### src/hw/rtl/tls_record_state_extractor_macros.svh
// Assertion macros shared by the record state extractor RTL.
`ifndef TLS_RECORD_STATE_EXTRACTOR_MACROS_SVH
`define TLS_RECORD_STATE_EXTRACTOR_MACROS_SVH

// Checked only while the block is out of reset.
`define TLSRSE_ASSERT_RST(label, prop, msg) \
  label: assert property (@(posedge clk_i) disable iff (!rst_ni) prop) else $error(msg);

// Checked at every clock edge, reset included.
`define TLSRSE_ASSERT_ALW(label, prop, msg) \
  label: assert property (@(posedge clk_i) prop) else $error(msg);

`endif

### src/hw/rtl/tlsrse_pkg.sv
// Types and constants for the TLS record state extractor.
`default_nettype none

package tlsrse_pkg;

  localparam logic [7:0] AppDataType  = 8'h17;
  localparam logic [7:0] AppDataCode  = 8'hFF;
  localparam logic [2:0] EmitPosition = 3'd6;
  localparam logic [2:0] PosType      = 3'd0;
  localparam logic [2:0] PosLenHigh   = 3'd3;
  localparam logic [2:0] PosLenLow    = 3'd4;
  localparam logic [2:0] PosMsgType   = 3'd5;

  typedef struct packed {
    logic [7:0] data_byte;
    logic       end_of_buffer;
  } in_word_t;

  typedef struct packed {
    logic [15:0] state_code;
    logic [15:0] record_number;
  } out_word_t;

  typedef struct packed {
    logic      emit;
    out_word_t word;
  } parse_res_t;

endpackage

`default_nettype wire

### src/hw/rtl/tls_record_state_extractor.sv
// Top level of the TLS record state extractor.
//
// Bytes of a response buffer enter on the input channel, one word per cycle while
// in_stall_o is low, with end_of_buffer set on the last byte of each buffer. A word
// is taken at a rising edge where in_valid_i is high and in_stall_o is low.
// For each TLS record the block emits one word on the output channel on the
// record's seventh byte: the state code and the running record number.
// A word leaves at an edge where out_valid_o is high and out_stall_i is low.
// Every accepted byte passes an input register and then the parser; when
// the parser emits for a seventh byte, its word is loaded into the result
// register, which presents it on the output channel.
// One byte is taken every cycle while the output flows.
// When the receiver stalls, the result register holds its word and one more
// byte can wait in the input register before in_stall_o rises.
// Reset clears the parser position, the skip and discard state, and the
// record count; both registers come out of reset empty.
`default_nettype none

`include "tls_record_state_extractor_macros.svh"

module tls_record_state_extractor (
  input  wire                   clk_i,
  input  wire                   rst_ni,
  input  wire                   in_valid_i,
  output logic                  in_stall_o,
  input  tlsrse_pkg::in_word_t  in_word_i,
  output logic                  out_valid_o,
  input  wire                   out_stall_i,
  output tlsrse_pkg::out_word_t out_word_o
);

  logic                   in_valid_q, in_valid_d;
  tlsrse_pkg::in_word_t   in_word_q;
  logic                   out_free;
  logic                   fire;
  logic                   in_take;
  tlsrse_pkg::parse_res_t res;

  assign out_free   = !(out_valid_o && out_stall_i);
  assign fire       = in_valid_q && out_free;
  assign in_stall_o = in_valid_q && !out_free;
  assign in_take    = in_valid_i && !in_stall_o;

  always_comb begin
    in_valid_d = in_valid_q;
    if (in_take) begin
      in_valid_d = 1'b1;
    end else if (fire) begin
      in_valid_d = 1'b0;
    end
  end

  always_ff @(posedge clk_i or negedge rst_ni) begin
    if (!rst_ni) begin
      in_valid_q <= 1'b0;
    end else begin
      in_valid_q <= in_valid_d;
    end
  end

  always_ff @(posedge clk_i) begin
    if (in_take) begin
      in_word_q <= in_word_i;
    end
  end

  tlsrse_parser u_parser (
    .clk_i  (clk_i),
    .rst_ni (rst_ni),
    .fire_i (fire),
    .word_i (in_word_q),
    .res_o  (res)
  );

  tlsrse_out_reg u_out_reg (
    .clk_i       (clk_i),
    .rst_ni      (rst_ni),
    .load_i      (fire && res.emit),
    .free_i      (out_free),
    .word_i      (res.word),
    .out_valid_o (out_valid_o),
    .out_word_o  (out_word_o)
  );

  `TLSRSE_ASSERT_RST(a_stall_held, in_stall_o |-> in_valid_q, "stall with empty input register")
  `TLSRSE_ASSERT_RST(a_emit_fire, res.emit |-> fire, "result without a processed byte")
  `TLSRSE_ASSERT_RST(a_out_after_emit, $rose(out_valid_o) |-> $past(res.emit), "output without a result")

endmodule

`default_nettype wire

### src/hw/rtl/tlsrse_parser.sv
// Record header parser state and per-byte update logic.
`default_nettype none

`include "tls_record_state_extractor_macros.svh"

module tlsrse_parser (
  input  wire                   clk_i,
  input  wire                   rst_ni,
  input  wire                   fire_i,
  input  tlsrse_pkg::in_word_t  word_i,
  output tlsrse_pkg::parse_res_t res_o
);

  logic [2:0]  header_position_q, header_position_d;
  logic [7:0]  record_type_q, record_type_d;
  logic [15:0] record_length_q, record_length_d;
  logic [7:0]  handshake_type_q, handshake_type_d;
  logic [15:0] bytes_left_to_skip_q, bytes_left_to_skip_d;
  logic        discard_rest_q, discard_rest_d;
  logic [15:0] records_seen_q, records_seen_d;
  logic        emit;
  logic [7:0]  msg_type;

  always_comb begin
    header_position_d    = header_position_q;
    record_type_d        = record_type_q;
    record_length_d      = record_length_q;
    handshake_type_d     = handshake_type_q;
    bytes_left_to_skip_d = bytes_left_to_skip_q;
    discard_rest_d       = discard_rest_q;
    records_seen_d       = records_seen_q;
    emit                 = 1'b0;
    msg_type = (record_type_q != tlsrse_pkg::AppDataType) ? handshake_type_q
                                                           : tlsrse_pkg::AppDataCode;
    if (fire_i) begin
      priority if (discard_rest_q) begin
        discard_rest_d = 1'b1;
      end else if (bytes_left_to_skip_q != 16'd0) begin
        bytes_left_to_skip_d = bytes_left_to_skip_q - 16'd1;
      end else if (header_position_q < tlsrse_pkg::EmitPosition) begin
        unique case (header_position_q)
          tlsrse_pkg::PosType:    record_type_d = word_i.data_byte;
          tlsrse_pkg::PosLenHigh: record_length_d[15:8] = word_i.data_byte;
          tlsrse_pkg::PosLenLow:  record_length_d[7:0] = word_i.data_byte;
          tlsrse_pkg::PosMsgType: handshake_type_d = word_i.data_byte;
          default: ;
        endcase
        header_position_d = header_position_q + 3'd1;
      end else begin
        emit = 1'b1;
        if (records_seen_q != 16'hFFFF) begin
          records_seen_d = records_seen_q + 16'd1;
        end
        priority if (record_length_q == 16'd0) begin
          header_position_d = 3'd0;
          discard_rest_d    = 1'b1;
        end else if (record_length_q == 16'd1) begin
          header_position_d = 3'd1;
          record_type_d     = word_i.data_byte;
          record_length_d   = 16'd0;
          handshake_type_d  = 8'd0;
        end else begin
          bytes_left_to_skip_d = record_length_q - 16'd2;
          header_position_d    = 3'd0;
        end
      end
      if (word_i.end_of_buffer) begin
        header_position_d    = 3'd0;
        record_type_d        = 8'd0;
        record_length_d      = 16'd0;
        handshake_type_d     = 8'd0;
        bytes_left_to_skip_d = 16'd0;
        discard_rest_d       = 1'b0;
      end
    end
  end

  always_comb begin
    res_o.emit               = emit;
    res_o.word.state_code    = {record_type_q, msg_type};
    res_o.word.record_number = records_seen_d;
  end

  always_ff @(posedge clk_i or negedge rst_ni) begin
    if (!rst_ni) begin
      header_position_q    <= 3'd0;
      record_type_q        <= 8'd0;
      record_length_q      <= 16'd0;
      handshake_type_q     <= 8'd0;
      bytes_left_to_skip_q <= 16'd0;
      discard_rest_q       <= 1'b0;
      records_seen_q       <= 16'd0;
    end else begin
      header_position_q    <= header_position_d;
      record_type_q        <= record_type_d;
      record_length_q      <= record_length_d;
      handshake_type_q     <= handshake_type_d;
      bytes_left_to_skip_q <= bytes_left_to_skip_d;
      discard_rest_q       <= discard_rest_d;
      records_seen_q       <= records_seen_d;
    end
  end

  `TLSRSE_ASSERT_ALW(a_pos_range, header_position_q <= tlsrse_pkg::EmitPosition, "position out of range")
  `TLSRSE_ASSERT_RST(a_discard_pos, discard_rest_q |-> header_position_q == 3'd0, "discard mid-header")
  `TLSRSE_ASSERT_RST(a_skip_pos, bytes_left_to_skip_q != 16'd0 |-> header_position_q == 3'd0, "skip mid-header")
  `TLSRSE_ASSERT_RST(a_count_mono, !fire_i |=> $stable(records_seen_q), "count moved without a word")

endmodule

`default_nettype wire

### src/hw/rtl/tlsrse_out_reg.sv
// Result register on the output channel.
`default_nettype none

`include "tls_record_state_extractor_macros.svh"

module tlsrse_out_reg (
  input  wire                    clk_i,
  input  wire                    rst_ni,
  input  wire                    load_i,
  input  wire                    free_i,
  input  tlsrse_pkg::out_word_t  word_i,
  output logic                   out_valid_o,
  output tlsrse_pkg::out_word_t  out_word_o
);

  logic                  valid_q, valid_d;
  tlsrse_pkg::out_word_t word_q;

  always_comb begin
    valid_d = valid_q;
    if (free_i) begin
      valid_d = load_i;
    end
  end

  always_ff @(posedge clk_i or negedge rst_ni) begin
    if (!rst_ni) begin
      valid_q <= 1'b0;
    end else begin
      valid_q <= valid_d;
    end
  end

  always_ff @(posedge clk_i) begin
    if (free_i && load_i) begin
      word_q <= word_i;
    end
  end

  assign out_valid_o = valid_q;
  assign out_word_o  = word_q;

  `TLSRSE_ASSERT_RST(a_load_free, load_i |-> free_i, "result loaded while register busy")

endmodule

`default_nettype wire

### config.mk
export PLATFORM = sky130hd
export DESIGN_NAME = tls_record_state_extractor
export DESIGN_NICKNAME = d
export VERILOG_FILES = /design/src/hw/rtl/tlsrse_pkg.sv /design/src/hw/rtl/tls_record_state_extractor.sv /design/src/hw/rtl/tlsrse_parser.sv /design/src/hw/rtl/tlsrse_out_reg.sv
export VERILOG_INCLUDE_DIRS = /design/src /design/src/hw/rtl
export SDC_FILE = /design/constraint.sdc
export NUM_CORES = 1
export LEC_CHECK = 0
export BUFFER_PORTS_ARGS = -buffer_cell sky130_fd_sc_hd__buf_2
export CAP_MARGIN = 20
export CORE_UTILIZATION = 50
export DETAILED_ROUTE_END_ITERATION = 12
export GPL_TIMING_DRIVEN = 0
export PLACE_DENSITY = 0.71
export SYNTH_ARGS = -nofsm -noshare
export SYNTH_HDL_FRONTEND = slang
export SYNTH_SLANG_ARGS = --single-unit
### constraint.sdc
create_clock -name clk_i -period 7.33 [get_ports clk_i]
set_input_delay 1.466 -clock clk_i [delete_from_list [all_inputs] [get_ports clk_i]]
set_output_delay 1.466 -clock clk_i [all_outputs]
set_load 0.05 [all_outputs]
## Yosys cells after proc, flatten, opt, wreduce, memory -nomap -nowiden

Index checks and enable logic that the tools add are counted.

- Add/subtract/negate cells: 4
- Order comparisons: 1
- Equality and inequality tests: 16
- Muxes and demuxes: 50
- Reductions and logical operators: 19

Operators by type and width:

| kind | number |
|---|---|
| 2-to-1 mux 16 bit | 17 |
| 2-to-1 mux 8 bit | 16 |
| AND reduction 6 bit | 4 |
| adder 16 x 1 -> 16 bit (second input constant) | 1 |
| equality test 16 x 1 -> 1 bit (second input constant) | 1 |
| zero test 16 bit | 1 |
| inequality test 16 bit (second input constant) | 1 |
| nonzero test 16 bit | 1 |
| subtractor 16 x 1 -> 16 bit (second input constant) | 1 |
| subtractor 16 x 2 -> 16 bit (second input constant) | 1 |
| 2-to-1 mux 3 bit | 5 |
| 2-to-1 mux 1 bit | 12 |
| inequality test 3 x 2 -> 1 bit (second input constant) | 4 |
| inequality test 3 bit (second input constant) | 4 |
| inequality test 8 x 5 -> 1 bit (second input constant) | 1 |
| equality test 3 bit (second input constant) | 2 |
| logical AND 1 bit | 6 |
| AND reduction 5 bit | 1 |
| inequality test 2 bit (second input constant) | 2 |
| adder 3 x 1 -> 3 bit (second input constant) | 1 |
| equality test 3 x 2 -> 1 bit (second input constant) | 1 |
| zero test 3 bit | 1 |
| < comparator 3 bit (second input constant) | 1 |
| AND reduction 3 bit | 1 |
| 3 further kinds | 4 |

- Register bits after elaboration: 111
- Input port bits: 13
- Logic and storage cells: 105

## Depth between registers and ports, before layout

Gate-level depths: netlist (run 1).

- Depth after elaboration: 7
- Depth in mapped cells: 9
- Gate-level depth less buffers: 8

## Hierarchy

Synthesis (run 1) repeated with hierarchy kept, for this count alone.

- Cell total of the unflattened synthesis: 461
- Area, all modules: 5397.7 um2

Modules (own cells, without submodules):

| module | times used | cells an instance | area each (um2) | sequential area each (um2) |
|---|---|---|---|---|
| tlsrse_parser | 1 | 409 | 4056.4 | 1701.6 |
| tlsrse_out_reg | 1 | 35 | 1008.5 | 985.9 |
| tls_record_state_extractor | 1 | 17 | 332.8 | 295.3 |

## Least setup slack after synthesis (run 1)

OpenSTA, ideal clock, no wires.

- Path kind: input to register
- From: input port out_stall_i
- To: register u_out_reg.word_q (netlist bit u_out_reg.out_word_o[0]), enable pin
- Setup time: 421 ps
- Arrival time: 3687 ps
- Setup slack: 3222 ps
- Stages: 4
- Cell sequence: a21bo_2 > nor2_1 > nand4_1 > nor2_1

- Cells in the longest elaborated chain, start to end: 6

RTL lines:

| what | RTL line | RTL |
|---|---|---|
| from (decl) | tls_record_state_extractor.sv:28 | `input wire out_stall_i,` |
| logical AND 1 bit * | tls_record_state_extractor.sv:39 | `assign out_free = !(out_valid_o && out_stall_i);` |
| zero test 1 bit * | tls_record_state_extractor.sv:39 |  |
| logical AND 1 bit | tls_record_state_extractor.sv:40 | `assign fire = in_valid_q && out_free;` |
| 2-to-1 mux 1 bit | tlsrse_parser.sv:35 | `if (fire_i) begin` |
| logical AND 1 bit | tls_record_state_extractor.sv:78 | `.load_i (fire && res.emit),` |
| logical AND 1 bit * | tlsrse_out_reg.sv:35 | `if (free_i && load_i) begin` |
| to (signal assigned) | tlsrse_out_reg.sv:36 | `word_q <= word_i;` |
| to (decl) | tlsrse_out_reg.sv:17 | `tlsrse_pkg::out_word_t word_q;` |

Every way passes the cells marked *; elsewhere a longest branch is shown, timed or not.
A chain may end at the register's enable or synchronous reset.

## Worst setup path after layout (run 1)

- From: input port out_stall_i
- To: register u_out_reg.word_q (netlist bit u_out_reg.out_word_o[14]), enable pin

The elaborated chain is that of the path after synthesis.

==> flow_summary.json, run 1 <==
{
  "wl_per_cell_um": 17.1,
  "crit_slowest_cell": "nor2_4",
  "hold_viol_final": 0,
  "postRouteAntennaNets": 0,
  "rsz0062_at_grt": "false",
  "outcome": "finished, final reports clean",
  "num_vias": 3675,
  "fp.dieW_um": 103,
  "synth_warnings": 0,
  "min_path_type": "flop to flop",
  "placed_cell_area_mm2": 0.00558,
  "crit_family": "simple AND/OR/NAND/NOR gates",
  "drtPass1Iterations": 5,
  "cts_tree": "yes",
  "core-area_mm2": 0.00986,
  "grt_pass1_wl_mm": 17.6,
  "finClkSkew_ns": 0.0147,
  "cts_max_path_buffers": 2,
  "nFillCells": 812,
  "end_kind": "flop",
  "clkTransAtPathRegs_ns": 0.10,
  "antenna_found_initial": 0,
  "yosysSeqAreaShare_pct": 57.9,
  "gr-total-overflow": 0,
  "postSynthAreaPerCell_um2": 11.8,
  "setup_slack_ns": 3.66,
  "placedCellCount": 615,
  "crit_buf_inv": 1,
  "setup_tns_ns": 0,
  "synth_fp_nets": 456,
  "port-buffer-count": 46,
  "grt_use_met1_pct": 29.1,
  "leakagePower_uw": 0.00253,
  "yosysTopAreaCell": "dfrtp_1",
  "synthTopCellsByArea": "dfrtp_1 (34%), edfxtp_1 (24%), a22o_1 (2.9%)",
  "synthTopCellsByCount": "dfrtp_1 (70), edfxtp_1 (41), nor2_1 (34)",
  "cts_sinks": 111,
  "numCtsBuffers": 9,
  "regArea_mm2": 0.00298,
  "h-tree-depth": 3,
  "drc": 0,
  "yosysMostFrequentCell": "dfrtp_1",
  "p_total_uw": 1710,
  "grt_use_met2_pct": 35.6,
  "pre_cts_ws_ns": 3.25,
  "ys_seq_elements": 111,
  "area_growth_pct": 11.9,
  "ios": 47,
  "synthesis.instances": 435,
  "power.density_mw_per_mm2": 297,
  "use_met3_pct": 6.05,
  "final_nets": 514,
  "synthesis.area_mm2": 0.00515,
  "worst-setup-path-type": "input pin to flop",
  "instances_no_fill": 631,
  "multiInputGateArea_mm2": 0.00209,
  "top_usage_layer": "met2",
  "first_global_vias": 3532,
  "cap_violations": 0,
  "cts_hold_buf": 0,
  "drt_wl_total_mm": 10.8,
  "diodes": 0,
  "ctsResizeCount": 0,
  "design_area_mm2": 0.00576,
  "slew_viol_final": 0,
  "ys_types": 63,
  "post_cts_buffers": 0,
  "period_needed_ns": 3.67,
  "insertion_delay_ns": 0.39,
  "via_per_inst": 5.82,
  "fp-row-count": 36,
  "gp_congestion": 0.933,
  "path_cells": "buf_2 > a21bo_2 > nor2_1 > nand4_1 > nor2_4",
  "drive_gt1_share_pct": 18.9,
  "vdd_drop_max_v": 0.000158,
  "tightestPinTransition_ns": 0.927,
  "synth_top_area_share_pct": 34.0,
  "start_kind": "input pin",
  "dp_hpwl_mm": 7.60,
  "slew-limit-headroom_pct": 37.7,
  "timing.final.crit_share_pct": 50.1,
  "root_buffer": "clkbuf_8",
  "synth_flop_cell": "dfrtp_1",
  "die_y_um": 103,
  "cp.required_ns": 7.35,
  "synthArstFlopShare_pct": 63.1,
  "critPathMaxStageDelay_ns": 0.85,
  "finalSetupViolCount": 0,
  "die_area_mm2": 0.0107,
  "start_util_pct": 52.2,
  "grtUsageTotal_pct": 22.1,
  "grt_max_degree": 71,
  "cp.arrival_ns": 3.69,
  "synth_edf_count": 41,
  "drt_first_iter_violations": 264,
  "crit_fanout": 32,
  "fmax_mhz": 272
}
-- stage by stage --
stage	hold slack, ns	utilization (%)
after floorplan	0.434	-
after global placement	0.454	56.2
after detailed placement	0.455	56.6
after CTS	0.482	58.4
after global routing	0.503	58.4
final	0.484	58.4
-- per-layer routing --
layer	up-vias	part of all wire, %
li1	1747	-
met1	1789	44
met2	120	48
met3	19	6.0
met4	0	1.6
met5	-	0
-- power breakdown --
part	internal, uW	switching (uW)	total [uW]	leakage, uW
logic	217	335	553	0.00112
registers	725	87.6	813	0.00131
clock network	129	215	344	0.0000938
-- registers in the layout, summed over array words and instances, names as in the netlist, 3 cells and up --
signal,cells
in_word_q,9
u_parser.records_seen_q,16
u_parser.header_position_q,3
u_out_reg.out_word_o,32
u_parser.bytes_left_to_skip_q,16
u_parser.record_length_q,16
u_parser.record_type_q,8
u_parser.handshake_type_q,8
-- worst paths after layout --
| kind | start | end | slack (ns) | cells past startpoint |
|---|---|---|---|---|
| min in group asynchronous | rst_ni | u_parser.bytes_left_to_skip_q[13]$_DFFE_PN0P_ | 1.06 | 2 |
| worst min register to register | u_parser.record_type_q[2]$_DFFE_PN0P_ | u_out_reg.out_word_o[26]$_DFFE_PP_ | 0.48 | 0 |
| worst max register to register | u_out_reg.out_valid_o$_DFFE_PN0N_ | u_out_reg.out_word_o[14]$_DFFE_PP_ | 4.38 | 4 |
| worst min-delay path | u_parser.record_type_q[2]$_DFFE_PN0P_ | u_out_reg.out_word_o[26]$_DFFE_PP_ | 0.48 | 0 |
| worst max-delay path | out_stall_i | u_out_reg.out_word_o[14]$_DFFE_PP_ | 3.66 | 5 |
| max in group asynchronous | rst_ni | u_parser.bytes_left_to_skip_q[3]$_DFFE_PN0P_ | 5.96 | 2 |
-- cells in the final DEF, fill, tap and decap left out, drive strengths merged, types with 13 or more instances in the layout --
cell type	n
a22o	17
buf	52
clkbuf	13
dfrtp	70
edfxtp	41
inv	14
nand2	33
nand3	15
nor2	36
o21ai	19
-- kinds of logic (layout without fill, tap and decap cells) --
kind of cell	after synthesis	in the layout	share of synthesized area (%)
flops	111	111	57.9
buf+inv	20	83	1.63
xor+xnor	24	24	4.08
fa+ha+maj	8	8	1.94
mux	12	12	2.70
compound gates	86	86	12.4
simple gates	174	174	19.3
-- layout make-up --
| type | instances | area share, % |
|---|---|---|
| flip-flops and latches | 111 | 51.8 |
| multi-input cells | 304 | 36.2 |
| repair buffers | 47 | 4.52 |
| well taps | 133 | 2.89 |
| clock buffers | 10 | 2.21 |
| clock inverters | 6 | 0.912 |
| inverters | 12 | 0.782 |
| plain buffers | 8 | 0.673 |
(Power assumes the default switching activity.)
==> run 2: changes to the inputs <==
Settings changed: ABC_AREA from default to 1.
Clock period 7.33 ns to 3.8 ns, I/O delays scaled along.
==> run 2 against run 1 <==
Compared with the run above:
- worst hold slack lost 0.0033 ns
- sequential cell count is the same
- cell count grew 32%
- synthesized cell count grew 46%
- sequential power grew 110%
- critical path type is now flop to flop
==> flow_summary.json, run 2 <==
{
  "largest_register_ffs": 32,
  "die_area_mm2": 0.0115,
  "antenna_found_initial": 0,
  "fmax_mhz": 371,
  "power.density_mw_per_mm2": 636,
  "num_vias": 4281,
  "drive_gt1_share_pct": 14.0,
  "rsz0062_at_grt": "false",
  "crit_slowest_cell": "inv_1",
  "synth_flop_cell": "dfrtp_1",
  "wl_per_cell_um": 14.1,
  "vdd_drop_max_v": 0.000314,
  "drt_wl_total_mm": 11.8,
  "path_cells": "inv_1 > ha_1 > nand2_1 > nor2_4 > nand4_1 > inv_1 > buf_16 > nand3_1 > nand2_1 > inv_1",
  "start_kind": "flop",
  "cpMostUsedCell": "inv_1",
  "instances_no_fill": 834,
  "synth_fp_nets": 656,
  "gr-total-overflow": 0,
  "tightestPinTransition_ns": 0.898,
  "cap_violations": 0,
  "synthTopCellsByCount": "nand2_1 (205), dfrtp_1 (70), nor2_1 (70)",
  "clkTransAtPathRegs_ns": 0.10,
  "yosysSeqAreaShare_pct": 54.1,
  "root_buffer": "clkbuf_8",
  "cts_sinks": 111,
  "insertion_delay_ns": 0.39,
  "area_growth_pct": 12.0,
  "ys_seq_elements": 111,
  "finClkSkew_ns": 0.00825,
  "layout_commonest_cell": "nand2_1",
  "cts_hold_buf": 0,
  "core-area_mm2": 0.0105,
  "hold_viol_final": 0,
  "post_cts_buffers": 0,
  "nFillCells": 936,
  "worst-setup-path-type": "flop to flop",
  "placedCellCount": 818,
  "cp.required_ns": 3.96,
  "fp-row-count": 37,
  "period_needed_ns": 2.70,
  "postRouteAntennaNets": 0,
  "synth_warnings": 0,
  "crit_fanout": 18,
  "synthTopCellsByArea": "dfrtp_1 (32%), edfxtp_1 (22%), nand2_1 (14%)",
  "layout_common_cells": "nand2_1 (205), nor2_1 (70), dfrtp_1 (70), inv_1 (62), nand3_1 (47)",
  "via_per_inst": 5.13,
  "postSynthAreaPerCell_um2": 8.69,
  "grtUsageTotal_pct": 22.6,
  "dp_hpwl_mm": 8.71,
  "ys_types": 35,
  "leakagePower_uw": 0.00287,
  "drc": 0,
  "slew-limit-headroom_pct": 40.2,
  "synthesis.area_mm2": 0.00552,
  "drt_first_iter_violations": 194,
  "die_y_um": 107,
  "grt_pass1_wl_mm": 19.9,
  "cts_tree": "yes",
  "numCtsBuffers": 9,
  "synthArstFlopShare_pct": 63.1,
  "end_kind": "flop",
  "gp_congestion": 0.861,
  "first_global_vias": 4239,
  "grt_max_degree": 71,
  "whs_ns": 0.481,
  "drtPass1Iterations": 4,
  "diodes": 0,
  "outcome": "finished, final reports clean",
  "ios": 47,
  "h-tree-depth": 3,
  "cts_max_path_buffers": 2,
  "synth_edf_count": 41,
  "min_path_type": "input pin to async pin",
  "start_util_pct": 52.5,
  "timing.final.crit_share_pct": 71.0,
  "synth_top_area_share_pct": 31.8,
  "yosysMostFrequentCell": "nand2_1",
  "setup_tns_ns": 0,
  "port-buffer-count": 46,
  "fp.dieW_um": 107,
  "yosysTopAreaCell": "dfrtp_1",
  "ctsResizeCount": 0,
  "synthesis.instances": 635,
  "final_nets": 714,
  "slew_viol_final": 0,
  "finalSetupViolCount": 0,
  "critPathMaxStageDelay_ns": 0.69,
  "cp.arrival_ns": 2.86
}
run 2: per-stage QoR:
step | power [uW] | instance area, um2 | setup WS [ns] | util, %
after global routing | 4230 | 6170 | 0.896 | 58.8
after detailed placement | 3130 | 5950 | 0.935 | 56.6
after floorplan | 2790 | 5520 | 1.31 | -
after global placement | 3080 | 5920 | 0.674 | 56.3
after CTS | 3940 | 6170 | 1.08 | 58.8
final | 3930 | 6170 | 1.10 | 58.8
run 2: kinds of logic after synthesis:
kind of cell / Yosys count / share of synthesized area (%)
adder cells (fa/ha/maj): 8 / 1.81
AO/OA/AOI/OAI: 68 / 7.35
flip-flops: 111 / 54.1
XOR/XNOR: 12 / 1.91
buffers and inverters: 71 / 5.40
AND/OR/NAND/NOR: 365 / 29.4
run 2: final cells by class:
| class | instances | area (um2) | share of cell area (%) |
|---|---|---|---|
| Clock inverter | 7 | 105 | 1.70 |
| Tap cell | 136 | 170 | 2.76 |
| Buffer | 7 | 57.6 | 0.932 |
| Inverter | 64 | 240 | 3.89 |
| Timing Repair Buffer | 47 | 260 | 4.21 |
| Clock buffer | 9 | 124 | 2.01 |
| Sequential cell | 111 | 2980 | 48.3 |
| Multi-Input combinational cell | 453 | 2230 | 36.2 |
run 2: power breakdown:
group          internal [uW]  switching (uW)
registers               1460             212
logic                    519             931
clock network            380             424
total                   2360            1570
run 2: worst paths after layout:
check / start / endpoint / slack, ns / depth (start not counted)
min: rst_ni / u_parser.records_seen_q[7]$_DFF_PN0_ / 0.48 / 1
max in group asynchronous: rst_ni / u_parser.record_length_q[12]$_DFFE_PN0P_ / 2.73 / 1
min in group clk_i: u_parser.record_type_q[1]$_DFFE_PN0P_ / u_out_reg.out_word_o[25]$_DFFE_PP_ / 0.49 / 0
max: u_parser.bytes_left_to_skip_q[0]$_DFFE_PN0P_ / u_out_reg.out_word_o[4]$_DFFE_PP_ / 1.10 / 10
min reg2reg: u_parser.record_type_q[1]$_DFFE_PN0P_ / u_out_reg.out_word_o[25]$_DFFE_PP_ / 0.49 / 0
max reg2reg: u_parser.bytes_left_to_skip_q[0]$_DFFE_PN0P_ / u_out_reg.out_word_o[4]$_DFFE_PP_ / 1.10 / 10
run 2: per-layer routing:
layer | wire (um) | vias to the layer above | track usage, %
met5 | 0 | - | 0
met3 | 336 | 30 | 3.83
met4 | 382 | 0 | 11.1
met2 | 5580 | 86 | 37.0
li1 | - | 2183 | -
met1 | 5450 | 1982 | 29.2
run 2: critical path, delay by kind of cell, from the launching register on:
| kind | cells | cell delay [ns] |
|---|---|---|
| flops | 1 | 0.43 |
| buf+inv | 4 | 1.12 |
| fa+ha+maj | 1 | 0.21 |
| simple gates | 5 | 0.69 |
